File: src/design/cef_queue.sv
module cef_queue #(
    parameter int WIDTH = 8,
    parameter int DEPTH = 4
) (
    input  logic             clk,
    input  logic             rst_n,
    input  logic             push,
    input  logic [WIDTH-1:0] wdata,
    output logic             full,
    input  logic             pop,
    output logic [WIDTH-1:0] rdata,
    output logic             empty
);

    localparam int PW = (DEPTH > 1) ? $clog2(DEPTH) : 1;
    localparam int CW = $clog2(DEPTH + 1);

    logic [WIDTH-1:0] mem_reg [0:DEPTH-1];
    logic [PW-1:0]    wr_ptr_reg, wr_ptr_next;
    logic [PW-1:0]    rd_ptr_reg, rd_ptr_next;
    logic [CW-1:0]    count_reg, count_next;
    logic             do_push, do_pop;

    assign full    = (count_reg == CW'(DEPTH));
    assign empty   = (count_reg == '0);
    assign do_push = push && !full;
    assign do_pop  = pop && !empty;
    assign rdata   = mem_reg[rd_ptr_reg];

    // Pointer and fill count update.
    always_comb
    begin
        wr_ptr_next = wr_ptr_reg;
        rd_ptr_next = rd_ptr_reg;
        count_next  = count_reg;
        if (do_push)
        begin
            wr_ptr_next = (wr_ptr_reg == PW'(DEPTH - 1)) ? '0 : wr_ptr_reg + 1'b1;
        end
        if (do_pop)
        begin
            rd_ptr_next = (rd_ptr_reg == PW'(DEPTH - 1)) ? '0 : rd_ptr_reg + 1'b1;
        end
        if (do_push && !do_pop)
        begin
            count_next = count_reg + 1'b1;
        end
        else if (do_pop && !do_push)
        begin
            count_next = count_reg - 1'b1;
        end
    end

    always_ff @(posedge clk or negedge rst_n)
    begin
        if (!rst_n)
        begin
            wr_ptr_reg <= '0;
            rd_ptr_reg <= '0;
            count_reg  <= '0;
        end
        else
        begin
            wr_ptr_reg <= wr_ptr_next;
            rd_ptr_reg <= rd_ptr_next;
            count_reg  <= count_next;
        end
    end

    // Storage.
    always_ff @(posedge clk)
    begin
        if (do_push)
        begin
            mem_reg[wr_ptr_reg] <= wdata;
        end
    end

endmodule

File: config.mk
export PLATFORM = sky130hd
export DESIGN_NAME = cef_queue
export DESIGN_NICKNAME = d
export VERILOG_FILES = /design/src/design/cef_queue.sv
export SDC_FILE = /design/constraint.sdc
export NUM_CORES = 1
export LEC_CHECK = 0
export ABC_AREA = 1
export BUFFER_PORTS_ARGS = -buffer_cell sky130_fd_sc_hd__buf_2
export CAP_MARGIN = 20
export CORE_ASPECT_RATIO = 1.75
export CORE_MARGIN = 5
export CORE_UTILIZATION = 40
export DETAILED_ROUTE_END_ITERATION = 10
export GPL_TIMING_DRIVEN = 0
export PLACE_DENSITY = 0.66
export SETUP_SLACK_MARGIN = 0.02
export SYNTH_ARGS = -nofsm -noshare
export SYNTH_HDL_FRONTEND = slang
export SYNTH_SLANG_ARGS = --single-unit
File: constraint.sdc
create_clock -name clk -period 3.01 [get_ports clk]
set_input_delay 0.602 -clock clk [delete_from_list [all_inputs] [get_ports clk]]
set_output_delay 0.602 -clock clk [all_outputs]
set_load 0.05 [all_outputs]
==> flow_summary.toml, run 1 <==
[floorplanning]
ioPinCount = 22
fp.dieH_um = 97.73
dieArea_mm2 = 0.005877
initial_core_util_pct = 40.68
die_x_um = 60.13
rows = 32
core_mm2 = 0.004324

[global_routing]
met1_usage_pct = 11.77
met3_usage_pct = 2.249
antenna_found_initial = 0
gr-usage-met2_pct = 18.83
overflow = 0
grt_pass1_wl_um = 4692
grt_pass1_vias = 1056
grt_use_total_pct = 11.20
grt_max_degree = 14
busiest_layer = "met2"

[timing]
worstMarginPinSlew_ns = 0.8651
hold_viol = 0
clock_skew_ns = 0.006828
setup_tns_ns = 0
fin_ws_ns = 0.7842
max_freq_ghz = 0.4493
period_minus_slack_ns = 2.226
maxSlewViolCount = 0
finalCritPeriodShare_pct = 73.95
setup_violations = 0
holdWs_ns = 0.1347
rsz0062_at_grt = "no"
maxSlewHeadroom_pct = 42.12

[synth]
yosys_most_used_dff = "edfxtp_1"
synth.net_count = 173
ys_seq_area_share_pct = 64.58
synth-edff-count = 32
synth-seq-cells = 39
avgSynthCellArea_um2 = 11.42
yosys-top-cells-area = "edfxtp_1, dfrtp_1, nand2_1"
async_flop_share_pct = 17.95
synth.most_common_cell = "nand2_1"
synth_top_area_share_pct = 54.62
ys.warnings.count = 0
synth_common_cells = "nand2_1, edfxtp_1, inv_1"
netlist.top_cell.by_area = "edfxtp_1"
yosysUniqueCellTypes = 16
synthCells = 154
synth_area_mm2 = 0.001759

[clock_tree]
ctsLongestPathBuffers = 2
cts_hold_buf = 0
cts_tree = "built"
cts-buffers-inserted = 5
path_clk_slew_ns = 0.08
cts_resized = 0
cts-htree-levels = 2
clock-sinks = 39
clock_latency_ns = 0.28
postCtsSetupBuffers = 0
cts-root-buf = "clkbuf_8"

[layout]
nets = 201
syn_to_final_growth_pct = 17.07
n_fill_cell = 393
largest_reg_flops = 32
layout-drive-gt1-share_pct = 20.22
finalNonFillerCells = 234
diodes = 0

[worst_setup_path]
endpoint_kind = "output port"
r2r_setup_slack_ns = 1.14
r2r_cells = 9
path_max_fanout = 10
worstSetupStartpointType = "flip-flop"
endpoint = "rdata[6]"
cp.required_ns = 2.41
arrival_ns = 1.62
crit_start = "rd_ptr_reg[1]"
r2r-start = "count_reg[0]"
r2r-end = "count_reg[1]"
crit_type = "reg2out"

[pwr]
power_mw = 2.331
p_leak_nw = 0.9231
peakVddDrop_mv = 0.6383
power_density_mw_per_mm2 = 1132

[drt]
wirelength_um = 3039
postRouteAntennaNets = 0
drcViolationCount = 0
vias = 1124
drt_pass1_iterations = 4
routed_via_density = 4.803
post_drt_wl_per_cell_um = 12.99
first_iter_violations = 41

[placement]
pre_cts_slack_ns = 1.094
dp_hpwl_um = 2174
gp_congestion = 0.7199
port_buffers = 21
placed_cells = 226

[worst_hold_path]
holdCritPathClass = "in2async"

[flow_run]
cap_violations = 0

[run_status]
status = "completed"
[cell families after synthesis]
group	Yosys count	share of synthesized area, %
compound gates	17	7.397
flops	39	64.58
xor+xnor	1	0.4980
fa+ha+maj	7	5.405
simple gates	53	12.09
buf+inv	37	10.03
[worst max-delay path, stage by stage, from the launching register on]
cell	delay, ns
dfrtp_1	0.40
buf_6	0.15
inv_1	0.25
o211ai_1	0.15
nand2_1	0.12
buf_2	0.27
[layout by cell type (no fill, tap or decap)]
cell and n:
nand3_1 7, clkbuf_8 5, dfrtp_1 7, o21ai_0 1
buf_6 5, edfxtp_1 32, xnor2_1 1, clkbuf_16 1
ha_1 6, inv_2 1, nand2_2 1, o211ai_2 1
o211ai_1 15, nor2_1 6, nand4_1 1, fa_1 1
nand2_1 38, clkinvlp_4 1, bufinv_16 1, buf_2 21
inv_1 31
[where the power goes]
part	switching, mW	total, mW	leakage [nW]	internal [mW]
logic	0.758	1.07	0.482	0.311
clock network	0.177	0.474	0.0626	0.297
registers	0.0610	0.787	0.378	0.726
total	0.996	2.33	0.923	1.33
[layer usage]
metal / up-vias / part of all wire (%)
met5: - / 0
met4: 0 / 3.7
met3: 7 / 4.3
met2: 24 / 53
met1: 533 / 39
li1: 560 / -
[final cells by class]
cell class / count / area (um^2) / share of cell area (%)
Clock buffer: 6 / 93.84 / 4.556
Multi-Input combinational cell: 78 / 446.7 / 21.69
Inverter: 32 / 120.1 / 5.832
Sequential cell: 39 / 1136 / 55.16
Buffer: 5 / 56.30 / 2.734
Timing Repair Buffer: 21 / 105.1 / 5.103
Clock inverter: 2 / 37.54 / 1.823
Tap cell: 51 / 63.81 / 3.098
[worst min path at each step]
stage / from / to / slack [ns] / cells past startpoint
6_report: rst_n / count_reg[2] / 0.13 / 1
5_1_grt: rst_n / count_reg[2] / 0.13 / 1
4_1_cts: rst_n / count_reg[2] / 0.13 / 1
3_5_place_dp: rst_n / count_reg[2] / 0.45 / 1
3_3_place_gp: rst_n / count_reg[2] / 0.45 / 1
2_1_floorplan: rst_n / count_reg[0] / 0.31 / 0
[per-stage QoR]
| stage | area (um^2) | utilization (%) |
|---|---|---|
| floorplan | 1759 | - |
| global placement | 1928 | 44.59 |
| detailed placement | 1928 | 44.59 |
| CTS | 2059 | 47.63 |
| global route | 2059 | 47.63 |
| finish | 2059 | 47.63 |
Note: power is estimated with default switching activity, not from simulation.
==> run 2: changes to the inputs <==
--- a/config.mk
+++ b/config.mk
@@ -5,7 +5,7 @@
 export SDC_FILE = /design/constraint.sdc
 export NUM_CORES = 1
 export LEC_CHECK = 0
-export ABC_AREA = 1
+export ABC_AREA = 0
 export BUFFER_PORTS_ARGS = -buffer_cell sky130_fd_sc_hd__buf_2
 export CAP_MARGIN = 20
 export CORE_ASPECT_RATIO = 1.75
@@ -13,7 +13,7 @@
 export CORE_UTILIZATION = 40
 export DETAILED_ROUTE_END_ITERATION = 10
 export GPL_TIMING_DRIVEN = 0
-export PLACE_DENSITY = 0.66
+export PLACE_DENSITY = 0.68
 export SETUP_SLACK_MARGIN = 0.02
 export SYNTH_ARGS = -nofsm -noshare
 export SYNTH_HDL_FRONTEND = slang
==> constraint.sdc (replaced) <==
create_clock -name clk -period 1.86 [get_ports clk]
set_input_delay 0.372 -clock clk [delete_from_list [all_inputs] [get_ports clk]]
set_output_delay 0.372 -clock clk [all_outputs]
set_load 0.05 [all_outputs]
==> flow_summary.toml, run 2 <==
[run_status]
status = "finished with violations"
violations = "negative setup slack"

[timing]
setup_violations = 8
maxSlewHeadroom_pct = 83.31
period_minus_slack_ns = 1.902
rsz0062_at_grt = "yes"
clock_skew_ns = 0.007592
max_freq_ghz = 0.5256
maxSlewViolCount = 0
worstMarginPinSlew_ns = 0.2520
holdWs_ns = 0.2991
finalCritPeriodShare_pct = 102.3
hold_viol = 0
fin_ws_ns = -0.04243

[synth]
ys_seq_area_share_pct = 70.12
netlist.top_cell.by_area = "edfxtp_1"
yosys_most_used_dff = "edfxtp_1"
avgSynthCellArea_um2 = 20.51
yosys-top-cells-area = "edfxtp_1, mux4_2, dfrtp_1"
synth-seq-cells = 39
ys.warnings.count = 0
synth_common_cells = "edfxtp_1, mux4_2, dfrtp_1"
synthCells = 79
synth.most_common_cell = "edfxtp_1"
synth.net_count = 98
async_flop_share_pct = 17.95
yosysUniqueCellTypes = 19
synth_area_mm2 = 0.001620
synth_top_area_share_pct = 59.31
synth-edff-count = 32

[floorplanning]
core_mm2 = 0.003904
dieArea_mm2 = 0.005474
rows = 30
initial_core_util_pct = 41.51
die_x_um = 58.11
fp.dieH_um = 94.20
ioPinCount = 22

[layout]
largest_reg_flops = 32
diodes = 0
syn_to_final_growth_pct = 28.03
layout-drive-gt1-share_pct = 56.90
final_core_util_pct = 53.14
final_cell_mix = "edfxtp_1, buf_2, mux4_2, buf_6, buf_4"
nets = 134
n_fill_cell = 327
final_common_cell = "edfxtp_1"

[clock_tree]
clock-sinks = 39
cts-htree-levels = 2
cts-buffers-inserted = 5
cts-root-buf = "clkbuf_8"
clock_latency_ns = 0.28
path_clk_slew_ns = 0.08
ctsLongestPathBuffers = 2
cts_tree = "built"

[placement]
gp_congestion = 0.7004
dp_hpwl_um = 1804
port_buffers = 21

[worst_setup_path]
cp.required_ns = 1.49
crit_type = "reg2out"
path_max_fanout = 4
endpoint_kind = "output port"
worstSetupStartpointType = "flip-flop"
arrival_ns = 1.53

[drt]
wirelength_um = 2581
drt_pass1_iterations = 2
routed_via_density = 4.860
postRouteAntennaNets = 0
first_iter_violations = 11
post_drt_wl_per_cell_um = 15.74
drcViolationCount = 0
vias = 797

[global_routing]
grt_pass1_vias = 856
antenna_found_initial = 0
overflow = 0
grt_use_total_pct = 10.84
grt_max_degree = 13
grt_pass1_wl_um = 4236

[flow_run]
cap_violations = 0

[pwr]
p_leak_nw = 0.7971
power_density_mw_per_mm2 = 1855
peakVddDrop_mv = 1.256

[worst_hold_path]
holdCritPathClass = "in2reg"
run 2: metal layers:
| layer | vias up | wire, um | part of all wire (%) | global-route usage [%] |
|---|---|---|---|---|
| met4 | 0 | 42 | 1.6 | 5.222 |
| li1 | 369 | - | - | - |
| met1 | 402 | 942 | 36 | 11.44 |
| met2 | 22 | 1460 | 57 | 18.87 |
| met5 | - | 0 | 0 | 0 |
| met3 | 4 | 136 | 5.3 | 3.576 |
run 2: logic make-up (layout without fill, tap and decap cells):
logic type / count (synthesis) / after routing / share of synthesized area [%]
muxes: 13 / 13 / 15.06
and+or+nand+nor: 11 / 11 / 5.405
buffers and inverters: 6 / 43 / 1.930
adders and majority gates: 7 / 7 / 5.869
xor gates and xnor gates: 3 / 3 / 1.622
DFF: 39 / 39 / 70.12
run 2: final timing paths:
path | startpoint | endpoint | slack (ns) | depth (start not counted)
max in group asynchronous | rst_n | rd_ptr_reg[0] | 1.23 | 2
min | wdata[0] | mem_reg[0][0] | 0.30 | 1
min in group asynchronous | rst_n | wr_ptr_reg[0] | 0.45 | 2
min reg2reg | wr_ptr_reg[1] | wr_ptr_reg[1] | 0.58 | 1
max reg2reg | count_reg[2] | count_reg[2] | 0.04 | 8
max | rd_ptr_reg[0] | rdata[6] | -0.04 | 3
run 2: final cells by class:
type | instances | area (um^2) | area share (%)
multi-input combinational | 34 | 483.0 | 23.28
sequential | 39 | 1140 | 54.95
clock buffer | 6 | 82.58 | 3.981
clock inverter | 2 | 35.03 | 1.689
timing repair buffer | 30 | 242.7 | 11.70
buffer | 2 | 20.02 | 0.9650
tap | 48 | 60.06 | 2.895
inverter | 3 | 11.26 | 0.5428
run 2: where the power goes:
part / switching [mW] / internal [mW]
registers: 0.137 / 1.19
logic: 0.961 / 0.849
clock network: 0.276 / 0.434
total: 1.37 / 2.47
run 2: critical path, stage by stage, from the launching register on:
cell	delay (ns)
dfrtp_2	0.42
clkbuf_16	0.16
mux4_2	0.50
buf_6	0.17
run 2: stage by stage:
| step | instances | power [mW] | setup slack (ns) | TNS [ns] | instance area, um^2 |
|---|---|---|---|---|---|
| 6_report | 164 | 3.847 | -0.04243 | -0.2638 | 2074 |
| 5_1_grt | 164 | 4.059 | -0.1054 | -0.8861 | 2074 |
| 4_1_cts | 163 | 3.788 | -0.06090 | -0.4243 | 2044 |
| 3_5_place_dp | 148 | 2.813 | -0.07758 | -0.1051 | 1810 |
| 3_3_place_gp | 148 | 2.771 | -0.01702 | -0.01836 | 1810 |
| 2_1_floorplan | 79 | 2.510 | -0.3356 | -0.6536 | 1645 |
run 2: timing repair:
| action | CTS | global route |
|---|---|---|
| cloned | 0 | 1 |
| setup buffers | 6 | 1 |
| hold buffers | 1 | 0 |
| pin swaps | 3 | 3 |
| hold endpoints to repair | 7 | 0 |
| resized for setup | 21 | 3 |
| setup endpoints to repair | 10 | 10 |
