`src/design/cef_pkg.sv`:
```
package cef_pkg;

    // Internal word widths of the datapath.
    localparam int XY_W = 37;
    localparam int Z_W  = 34;
    localparam int CS_W = 34;
    localparam int P_W  = 31;
    localparam int L_W  = 66;

    // Angle and gain constants, radians and gain in Q30.
    localparam logic signed [Z_W-1:0]  PI_Q30      = 34'sd3373259426;
    localparam logic signed [Z_W-1:0]  HALF_PI_Q30 = 34'sd1686629713;
    localparam logic signed [CS_W-1:0] INV_GAIN    = 34'sd652032874;

    // Angle output clipping range.
    localparam logic signed [Z_W:0] ANG_MAX = 35'sd262143;
    localparam logic signed [Z_W:0] ANG_MIN = -35'sd262144;

    // Word moved from the front to the back: pre-rotated CORDIC vector.
    typedef struct packed {
        logic signed [31:0]     a;
        logic signed [31:0]     d;
        logic signed [32:0]     q;
        logic signed [XY_W-1:0] x;
        logic signed [XY_W-1:0] y;
        logic signed [Z_W-1:0]  z;
    } vec_t;

    // Result word.
    typedef struct packed {
        logic signed [31:0] m00;
        logic signed [31:0] m01;
        logic signed [31:0] m11;
        logic signed [31:0] lmin;
        logic signed [31:0] lmax;
        logic signed [18:0] ang;
    } out_t;

    // Arctangent of 2^-i in Q30.
    function automatic logic signed [Z_W-1:0] atan_q30(input int i);
        logic signed [Z_W-1:0] one;
        one = 1;
        case (i)
            0: atan_q30 = 34'sd843314857;
            1: atan_q30 = 34'sd497837829;
            2: atan_q30 = 34'sd263043837;
            3: atan_q30 = 34'sd133525159;
            4: atan_q30 = 34'sd67021687;
            5: atan_q30 = 34'sd33543516;
            6: atan_q30 = 34'sd16775851;
            7: atan_q30 = 34'sd8388437;
            8: atan_q30 = 34'sd4194283;
            9: atan_q30 = 34'sd2097149;
            default: atan_q30 = (i <= 30) ? (one <<< (30 - i)) : '0;
        endcase
    endfunction

    // Saturate to the signed 32-bit range.
    function automatic logic signed [31:0] sat32(input logic signed [67:0] v);
        if (v > 68'sd2147483647)
        begin
            sat32 = 32'sh7fffffff;
        end
        else if (v < -68'sd2147483648)
        begin
            sat32 = 32'sh80000000;
        end
        else
        begin
            sat32 = v[31:0];
        end
    endfunction

endpackage

```
`src/design/cef_front.sv`:
```
module cef_front (
    input  logic               clk,
    input  logic               rst_n,
    input  logic               push,
    output logic               full,
    input  logic signed [31:0] in_a,
    input  logic signed [31:0] in_b,
    input  logic signed [31:0] in_c,
    input  logic signed [31:0] in_d,
    output cef_pkg::vec_t      word,
    output logic               word_push,
    input  logic               word_full
);

    logic          valid_reg, valid_next;
    cef_pkg::vec_t word_reg, word_next;
    logic          accept;
    logic          moved;
    logic signed [32:0] dx;
    logic signed [32:0] qs;
    logic signed [33:0] ny;

    assign moved     = valid_reg && !word_full;
    assign full      = valid_reg && word_full;
    assign accept    = push && !full;
    assign word      = word_reg;
    assign word_push = valid_reg;

    // Form the vector (d - a, -(b + c)) and turn it by pi when x is negative.
    always_comb
    begin
        dx = 33'(in_d) - 33'(in_a);
        qs = 33'(in_b) + 33'(in_c);
        ny = -34'(qs);
        word_next.a = in_a;
        word_next.d = in_d;
        word_next.q = qs;
        if (dx < 0)
        begin
            word_next.x = -cef_pkg::XY_W'(dx);
            word_next.y = -cef_pkg::XY_W'(ny);
            word_next.z = (ny > 0) ? cef_pkg::PI_Q30 : -cef_pkg::PI_Q30;
        end
        else
        begin
            word_next.x = cef_pkg::XY_W'(dx);
            word_next.y = cef_pkg::XY_W'(ny);
            word_next.z = '0;
        end
    end

    always_comb
    begin
        valid_next = valid_reg;
        if (accept)
        begin
            valid_next = 1'b1;
        end
        else if (moved)
        begin
            valid_next = 1'b0;
        end
    end

    always_ff @(posedge clk or negedge rst_n)
    begin
        if (!rst_n)
        begin
            valid_reg <= 1'b0;
        end
        else
        begin
            valid_reg <= valid_next;
        end
    end

    always_ff @(posedge clk)
    begin
        if (accept)
        begin
            word_reg <= word_next;
        end
    end

endmodule

```
`config.mk`:
```
export PLATFORM = sky130hd
export DESIGN_NAME = cef_front
export DESIGN_NICKNAME = d
export VERILOG_FILES = /design/src/design/cef_pkg.sv /design/src/design/cef_front.sv
export SDC_FILE = /design/constraint.sdc
export NUM_CORES = 1
export LEC_CHECK = 0
export ABC_AREA = 1
export ABC_CLOCK_PERIOD_IN_PS = 17400
export BUFFER_PORTS_ARGS = -buffer_cell sky130_fd_sc_hd__buf_2
export CELL_PAD_IN_SITES_DETAIL_PLACEMENT = 1
export CELL_PAD_IN_SITES_GLOBAL_PLACEMENT = 2
export CORE_AREA = 2 2 205 207
export CTS_CLUSTER_DIAMETER = 40
export CTS_CLUSTER_SIZE = 14
export DETAILED_ROUTE_END_ITERATION = 10
export DIE_AREA = 0 0 207 209
export PLACE_DENSITY = 0.95
export SLEW_MARGIN = 20
export SYNTH_ARGS = -nofsm -noshare
export SYNTH_HDL_FRONTEND = slang
export SYNTH_SLANG_ARGS = --single-unit
```
`constraint.sdc`:
```
create_clock -name clk -period 17.4 [get_ports clk]
set_input_delay 2.61 -clock clk [delete_from_list [all_inputs] [get_ports clk]]
set_output_delay 2.61 -clock clk [all_outputs]
set_load 0.02 [all_outputs]
```
==> results of run 1 <==
==> synth_stat cells, types with 2 or more instances <==
cell,n,area (sq um)
clkbuf_1,4,15.0
a21oi_1,58,290
o21ai_1,5,25.0
nand3_4,3,52.6
nand3_1,123,616
ha_1,66,826
edfxtp_1,173,5190
nor2_8,2,40.0
and3_1,4,25.0
xnor2_1,17,149
inv_2,8,30.0
and2_1,5,31.3
a21o_1,4,30.0
o211ai_1,2,15.0
inv_1,271,1020
nand3_2,14,140
nand2_2,37,231
fa_1,2,40.0
a31oi_1,4,25.0
nand4_1,46,288
nor2_1,176,661
o21ai_0,41,205
buf_2,4,20.0
nor4_1,4,25.0
nor3_1,12,60.1
a21oi_2,4,35.0
nor2_4,9,101
nor2_2,19,119
nand2_4,4,45.0
buf_4,33,248
nand2_1,555,2080
xor2_1,59,517
o21bai_1,8,60.1
==> worst reg2reg max path: stages, from the launching register on <==
cell and delay (ns):
dfrtp_1 0.38, nand2_1 0.08, inv_1 0.07, nor2_4 0.10, buf_12 0.66
==> stage by stage <==
step	util	setup WS, ns	area, sq um	hold WS, ns
after CTS	0.389	11.17	16100	0.497
final	0.389	11.22	16100	0.494
after detailed placement	0.375	10.70	15500	0.480
after floorplan	-	6.71	13400	0.600
after global placement	0.375	10.83	15500	0.467
after global routing	0.389	10.81	16100	0.535
==> worst paths after layout <==
kind	start	end	cells after the start
worst max-delay path	in_d[0]	word[50]	21
worst min-delay path	word_push	word_push	2
worst max register to register	word_push	word[31]	4
worst min register to register	word_push	word_push	2
max in group asynchronous	rst_n	word_push	1
min in group asynchronous	rst_n	word_push	1
==> per-layer routing <==
| layer | vias up | part of all wire | routed length, um | global-route usage |
|---|---|---|---|---|
| met4 | 0 | 0.034 | 1550 | 0.0818 |
| met5 | - | 0 | 0 | 0 |
| met1 | 6072 | 0.41 | 18800 | 0.242 |
| met3 | 79 | 0.034 | 1560 | 0.0311 |
| li1 | 6370 | - | - | - |
| met2 | 289 | 0.52 | 23600 | 0.395 |
==> power by group through the flow <==
stage	clock network [mW]	logic [mW]	registers (mW)
6_report	0.400	0.544	0.545
2_1_floorplan	0	0.322	0.612
5_1_grt	0.423	0.608	0.549
3_5_place_dp	0	0.548	0.555
3_3_place_gp	0	0.536	0.553
4_1_cts	0.410	0.550	0.546
==> cell type report <==
type | count | share of cell area
clock buffers | 17 | 0.0265
clock inverters | 15 | 0.0100
inverters | 279 | 0.0652
multi-input cells | 1296 | 0.425
flip-flops and latches | 174 | 0.325
well taps | 539 | 0.0420
repair buffers | 339 | 0.107
==> cells by family after synthesis <==
logic type               synth area share
AND/OR/NAND/NOR                     0.340
adder cells (fa/ha/maj)            0.0648
flip-flops                          0.391
XOR/XNOR                           0.0498
other                            0.000281
buffers and inverters              0.0996
AO/OA/AOI/OAI                      0.0543
==> results.cfg, run 1 <==
[layout]
multi_input_area_sq_um = 6830
fillCellCount = 5262
syn_to_final_growth_pct = 20.4
drive_gt1_frac = 0.224
diodes = 0
seqCellArea_sq_um = 5220
largest_reg_flops = 173
nets = 2307
stdcell_count = 2659
final_common_cell = nand2_1
final_cell_mix = 554 x nand2_1, 337 x buf_2, 271 x inv_1

[yosys]
synth_cell_type_count = 43
yosysWarnings = 0
synth_ff_type = edfxtp_1
seq_area_frac_synth = 0.391
synth_area_per_cell_sq_um = 7.48
synthCells = 1786
synthArstFlopShare = 0.00575
synth_seq_cells = 174
syn_area_sq_um = 13400
synth_edf_count = 173

[timing]
maxSlewViolCount = 0
skew_ns = 0.0142
setup_tns_ns = 0
setup_viol = 0
post-route-period-util = 0.355
hold_viol_final = 0
tightest_slew_ns = 1.02
period_minus_slack_ns = 6.18
max_freq_ghz = 0.162
slew_headroom = 0.318
rsz0062_at_grt = false

[clock_tree]
cts_max_level = 4
clk_latency_ns = 0.46
cts.reportedPaths.clkPinSlew_ns = 0.07
clock_path_buffers = 2
clock_sinks = 174
clock_tree.root_cell = clkbuf_16
post_cts_resized = 0
cts_tree = built
cts_setup_buffers = 0
numCtsBuffers = 17
hold_buffers = 0

[worst_setup_path]
path_delay_family = buffers and inverters
r2r_setup_slack_ns = 15.52
start_kind = input port
crit_path_end_kind = flip-flop
worst_ep_arrival_time_ns = 6.37
slowest_delay_ns = 0.60
cp_slowest_cell = inv_1
worstPathMaxFanout = 58
path_cells = buf_2 -> inv_1 -> ha_1 -> inv_1 -> fa_1 -> nand2_1 -> inv_1 -> nand2_1 -> nand2_1 -> nand4_1 -> nand3_1 -> nand2_1 -> o211ai_1 -> nand3_1 -> nand4_1 -> nand2_2 -> buf_4 -> inv_1 -> nor2_1 -> a21oi_1 -> xor2_1
worst_ep_required_time_ns = 17.59
crit_type = in -> reg
cp_num_buf_inv = 6

[die]
core_sq_um = 41300
die_area_sq_um = 43300
rows = 75
ioPinCount = 339
initial_core_util = 0.323
die_w_um = 207
die_h_um = 209

[power]
seq_power_share = 0.366
p_switching_uw = 585
p_leak_nw = 8.03
combPwrFrac = 0.366
pwr_density_cell_nw_per_um2 = 92.6
vdd_drop_max_mv = 0.0739
intPower_uw = 904
finalPower_mw = 1.49
clkPwrFrac = 0.268
sw_frac_of_total = 0.393

[global_routing]
grt_remaining_overflow = 0
antenna_found_initial = 0
grt_pass1_vias = 13414
grt_pass1_wl_um = 71700
grt_max_degree = 174
grt_use_total = 0.211

[route]
ant_nets = 0
wl_per_cell_um = 17.1
vias = 12810
drtIter0Drc = 421
wirelength_um = 45600
first_pass_iters = 4
drc = 0
via_per_inst = 4.82

[placement]
gp_congestion = 0.869
place.detailed.hpwl_um = 38300
placed_cells = 2627
port_buffers = 337

[outcome]
status = finished, final reports clean

[min_path]
hold_path.class = reg -> reg

[run]
maxCapViolations = 0
No activity file was read; power rests on OpenSTA's default activity.
==> run 2: changes to the inputs <==
Settings changed: ABC_CLOCK_PERIOD_IN_PS 17400 to 5500, CORE_AREA 2 2 205 207 to 2 2 226 228, DIE_AREA 0 0 207 209 to 0 0 228 230, PLACE_DENSITY 0.95 to 0.84.
Clock period 17.4 ns to 5.5 ns, I/O delays scaled along.
==> run 2 against run 1 <==
Via count is 1.4% lower. Count of clock-buffer cells in the layout unchanged. First-iteration DRC count decreased by 8.1%. Non-clock buffer count is 1 higher. Critical path depth grew 1. Setup slack got worse by 9.7 ns. Register-to-register slack got worse by 12 ns. Critical path type unchanged.
==> results.cfg, run 2 (synthesis results as in run 1) <==
[power]
pwr_density_cell_nw_per_um2 = 292
vdd_drop_max_mv = 0.255
p_leak_nw = 8.03
combPwrFrac = 0.366
seq_power_share = 0.363
clkPwrFrac = 0.271
sw_frac_of_total = 0.396
finalPower_mw = 4.74
p_switching_mw = 1.88
intPower_mw = 2.86

[worst_setup_path]
worst-r2r-cell-count = 4
worst_ep_arrival_time_ns = 4.19
crit_type = in -> reg
r2r_end = word[197]
r2r_setup_slack_ns = 3.70
critical_path.endpoint = word[65]
worst_ep_required_time_ns = 5.74
worstPathMaxFanout = 5
crit_path_end_kind = flip-flop
crit_path_start = in_b[0]
r2r-start = word_push
start_kind = input port

[route]
via_per_inst = 4.52
first_pass_iters = 4
ant_nets = 0
drc = 0
drtIter0Drc = 387
vias = 12630
wl_per_cell_um = 16.6
wirelength_um = 46500

[clock_tree]
clk_latency_ns = 0.49
numCtsBuffers = 17
cts_setup_buffers = 0
clock_sinks = 174
cts_tree = built
hold_buffers = 0
clock_path_buffers = 2
cts_max_level = 4
cts.reportedPaths.clkPinSlew_ns = 0.07
post_cts_resized = 0
clock_tree.root_cell = clkbuf_16

[layout]
syn_to_final_growth_pct = 21.8
stdcell_area_sq_um = 16300
final_common_cell = nand2_1
largest_reg_flops = 173
nets = 2308
final_util = 0.326
drive_gt1_frac = 0.224
final_cell_mix = 554 x nand2_1, 337 x buf_2, 271 x inv_1
diodes = 0
stdcell_count = 2793

[die]
initial_core_util = 0.268
rows = 82
ioPinCount = 339
core_sq_um = 49900
die_h_um = 230
die_area_sq_um = 52400
die_w_um = 228

[timing]
max_freq_ghz = 0.253
rsz0062_at_grt = false
maxSlewViolCount = 0
setup_viol = 0
hold_viol_final = 0
post-route-period-util = 0.717
fin_ws_ns = 1.55
tightest_slew_ns = 0.960
finalHoldWorstSlack_ns = 0.116
setup_tns_ns = 0
period_minus_slack_ns = 3.95
skew_ns = 0.0196
slew_headroom = 0.360

[placement]
placed_area_sq_um = 15700
place.detailed.hpwl_um = 39200
pre_cts_ws_ns = 1.00
gp_congestion = 0.919
placed_cells = 2761
port_buffers = 337

[global_routing]
grt_pass1_vias = 13310
grt_pass1_wl_um = 71700
antenna_found_initial = 0
grt_use_total = 0.177
grt-busiest-layer = met2
grt_max_degree = 174
grt_use_met2 = 0.341
grtUsageMet1 = 0.192
met3_usage = 0.0309
grt_remaining_overflow = 0

[run]
maxCapViolations = 0

[min_path]
hold_path.class = in -> async

[outcome]
status = finished, final reports clean
==> run 2: cell count changes in the layout (fill, tap and decap cells not counted), sizes merged <==
cell,previous run,this run
buf,339,340
clkinv,6,3
clkinvlp,1,3
inv,285,286
==> run 2: cell type report <==
cell class              count  area [sq um]
clock buffers              17           425
flip-flops and latches    174          5220
clock inverters            15           175
inverters                 279          1050
fillers                  6312         33600
multi-input cells        1296          6830
well taps                 672           841
repair buffers            340          1720
==> run 2: power by group through the flow <==
stage	registers [mW]	logic, mW	clock network, mW
2_1_floorplan	1.92	1.02	0
3_5_place_dp	1.76	1.75	0
5_1_grt	1.74	1.93	1.36
6_report	1.72	1.73	1.28
3_3_place_gp	1.75	1.72	0
4_1_cts	1.73	1.76	1.33
==> run 2: how the worst min path moves through the flow <==
stage / endpoint / cells after the start
global route: word_push / 1
CTS: word_push / 1
floorplan: word_push / 0
finish: word_push / 1
detailed placement: word_push / 2
global placement: word_push / 2
==> run 2: worst max-delay path: stages <==
cell and delay [ns]:
buf_2 0.10, ha_1 0.25, fa_1 0.47, inv_1 0.11, ha_1 0.15, inv_1 0.05, nor2_2 0.13, nand3_2 0.12
nor2_1 0.22, nand3_2 0.17, nor3_1 0.32, nand2_1 0.14, nor2_1 0.23, nand4_1 0.12, nand2_1 0.14, nand2_1 0.06
nor2_1 0.20, nand3_1 0.11, nand2_1 0.11, nand3_1 0.08, nand2_1 0.06, inv_1 0.03
==> run 2: per-layer routing <==
metal / vias to the layer above / share of wire
met1: 5943 / 0.40
met3: 62 / 0.035
met4: 0 / 0.026
met2: 257 / 0.53
li1: 6368 / -
met5: - / 0
==> run 3: changes to the inputs <==
Settings changed: ABC_CLOCK_PERIOD_IN_PS 5500 to 3700, CORE_AREA 2 2 226 228 to 2 2 214 216, DIE_AREA 0 0 228 230 to 0 0 216 218, PLACE_DENSITY 0.84 to 0.89.
Clock period 5.5 ns to 3.7 ns, I/O delays scaled along.
==> run 3 against run 2 <==
First-iteration DRC count grew 31%. Clock power up 43%. Via count rose by 6.3%. Utilization up 7.4 points.
==> results.cfg, run 3 (synthesis results as in run 1) <==
[min_path]
hold_path.class = in -> reg
whs_path_depth = 1

[layout]
final_common_cell = nand2_1
syn_to_final_growth_pct = 34.5
final_cell_mix = 548 x nand2_1, 337 x buf_2, 269 x inv_1
drive_gt1_frac = 0.307
nets = 2525
largest_reg_flops = 173
diodes = 0
stdcell_count = 2938

[worst_setup_path]
slowest_delay_ns = 0.55
worst_ep_required_time_ns = 3.90
path_delay_family = simple AND/OR/NAND/NOR gates
worst-r2r-cell-count = 4
start_kind = input port
path_common_cell = nor2_4
cp_slowest_cell = fa_2
cp_num_buf_inv = 6
worst_ep_arrival_time_ns = 3.69
crit_type = in -> reg
worst-path-stages = 25
worstPathMaxFanout = 5
crit_path_end_kind = flip-flop

[route]
drtIter0Drc = 507
wirelength_um = 46700
via_per_inst = 4.57
wl_per_cell_um = 15.9
ant_nets = 0
first_pass_iters = 4
drc = 0
vias = 13432

[timing]
period_minus_slack_ns = 3.49
slew_headroom = 0.597
setup_viol = 0
maxSlewViolCount = 0
max_freq_ghz = 0.286
skew_ns = 0.0126
setup_tns_ns = 0
tightest_slew_ns = 0.599
post-route-period-util = 0.944
hold_viol_final = 0

[die]
die_w_um = 216
ioPinCount = 339
core_sq_um = 44900
die_h_um = 218
rows = 78
die_area_sq_um = 47100
initial_core_util = 0.297

[global_routing]
grt_pass1_wl_um = 73500
grt_use_total = 0.197
antenna_found_initial = 0
grt_pass1_vias = 14256
grt_remaining_overflow = 0
grt_max_degree = 91

[clock_tree]
numCtsBuffers = 17
cts_max_level = 4
clock_tree.root_cell = clkbuf_16
clk_latency_ns = 0.44
clock_path_buffers = 2
cts.reportedPaths.clkPinSlew_ns = 0.07
cts_tree = built
clock_sinks = 174

[outcome]
status = finished, final reports clean

[power]
pwr_density_cell_nw_per_um2 = 412
p_leak_nw = 9.12
vdd_drop_max_mv = 0.245

[placement]
place.detailed.hpwl_um = 40100
gp_congestion = 0.877
placed_cells = 2901
port_buffers = 337

[run]
maxCapViolations = 0
-- run 3: changes by cell type in the layout (fill, tap and decap cells not counted), sizes merged --
cell,previous run,this run
clkinvlp,3,1
clkinv,3,8
inv,286,283
dlygate4sd3,0,1
buf,340,556
-- run 3: layer usage --
layer | track usage | vias to the layer above | share of wire
met5 | 0 | - | 0
met4 | 0.0582 | 0 | 0.023
met3 | 0.0229 | 53 | 0.030
met2 | 0.388 | 260 | 0.54
met1 | 0.220 | 6314 | 0.41
li1 | - | 6805 | -
-- run 3: layout make-up --
type / instances / area [sq um]
Clock inverter: 15 / 161
Clock buffer: 17 / 425
Fill cell: 5674 / 26900
Timing Repair Buffer: 557 / 3400
Sequential cell: 174 / 5220
Multi-Input combinational cell: 1296 / 6960
Inverter: 279 / 1050
Tap cell: 600 / 751
-- run 3: report_power, final --
| part | leakage, nW | switching, mW | internal, mW |
|---|---|---|---|
| combinational | 7.17 | 1.91 | 1.11 |
| clock | 0.289 | 0.821 | 1.01 |
| sequential | 1.66 | 0.0697 | 2.48 |
-- run 3: metrics by stage --
step / utilization / cell area (sq um) / setup slack [ns] / hold WS, ns / power (mW)
2_1_floorplan: - / 13400 / 0.0220 / 0.259 / 4.37
3_3_place_gp: 0.383 / 17200 / -0.203 / 0.330 / 5.54
3_5_place_dp: 0.383 / 17200 / -0.401 / 0.332 / 5.61
4_1_cts: 0.397 / 17800 / 0.0781 / 0.278 / 7.45
5_1_grt: 0.400 / 18000 / -0.0373 / 0.282 / 7.85
6_report: 0.400 / 18000 / 0.209 / 0.299 / 7.41
-- run 3: timing repair --
item,4_1_cts,5_1_grt
setup endpoints to repair,0,19
gates resized for setup,0,33
endpoints found under the hold margin,1,0
setup buffers,0,4
hold buffers,1,0
-- run 3: final timing paths --
check / start / endpoint / slack [ns]
max: in_b[0] / word[57] / 0.21
min: in_d[2] / word[143] / 0.30
max reg2reg: word_push / word[93] / 2.17
min reg2reg: word_push / word_push / 0.51
max in group asynchronous: rst_n / word_push / 3.20
min in group asynchronous: rst_n / word_push / 0.41
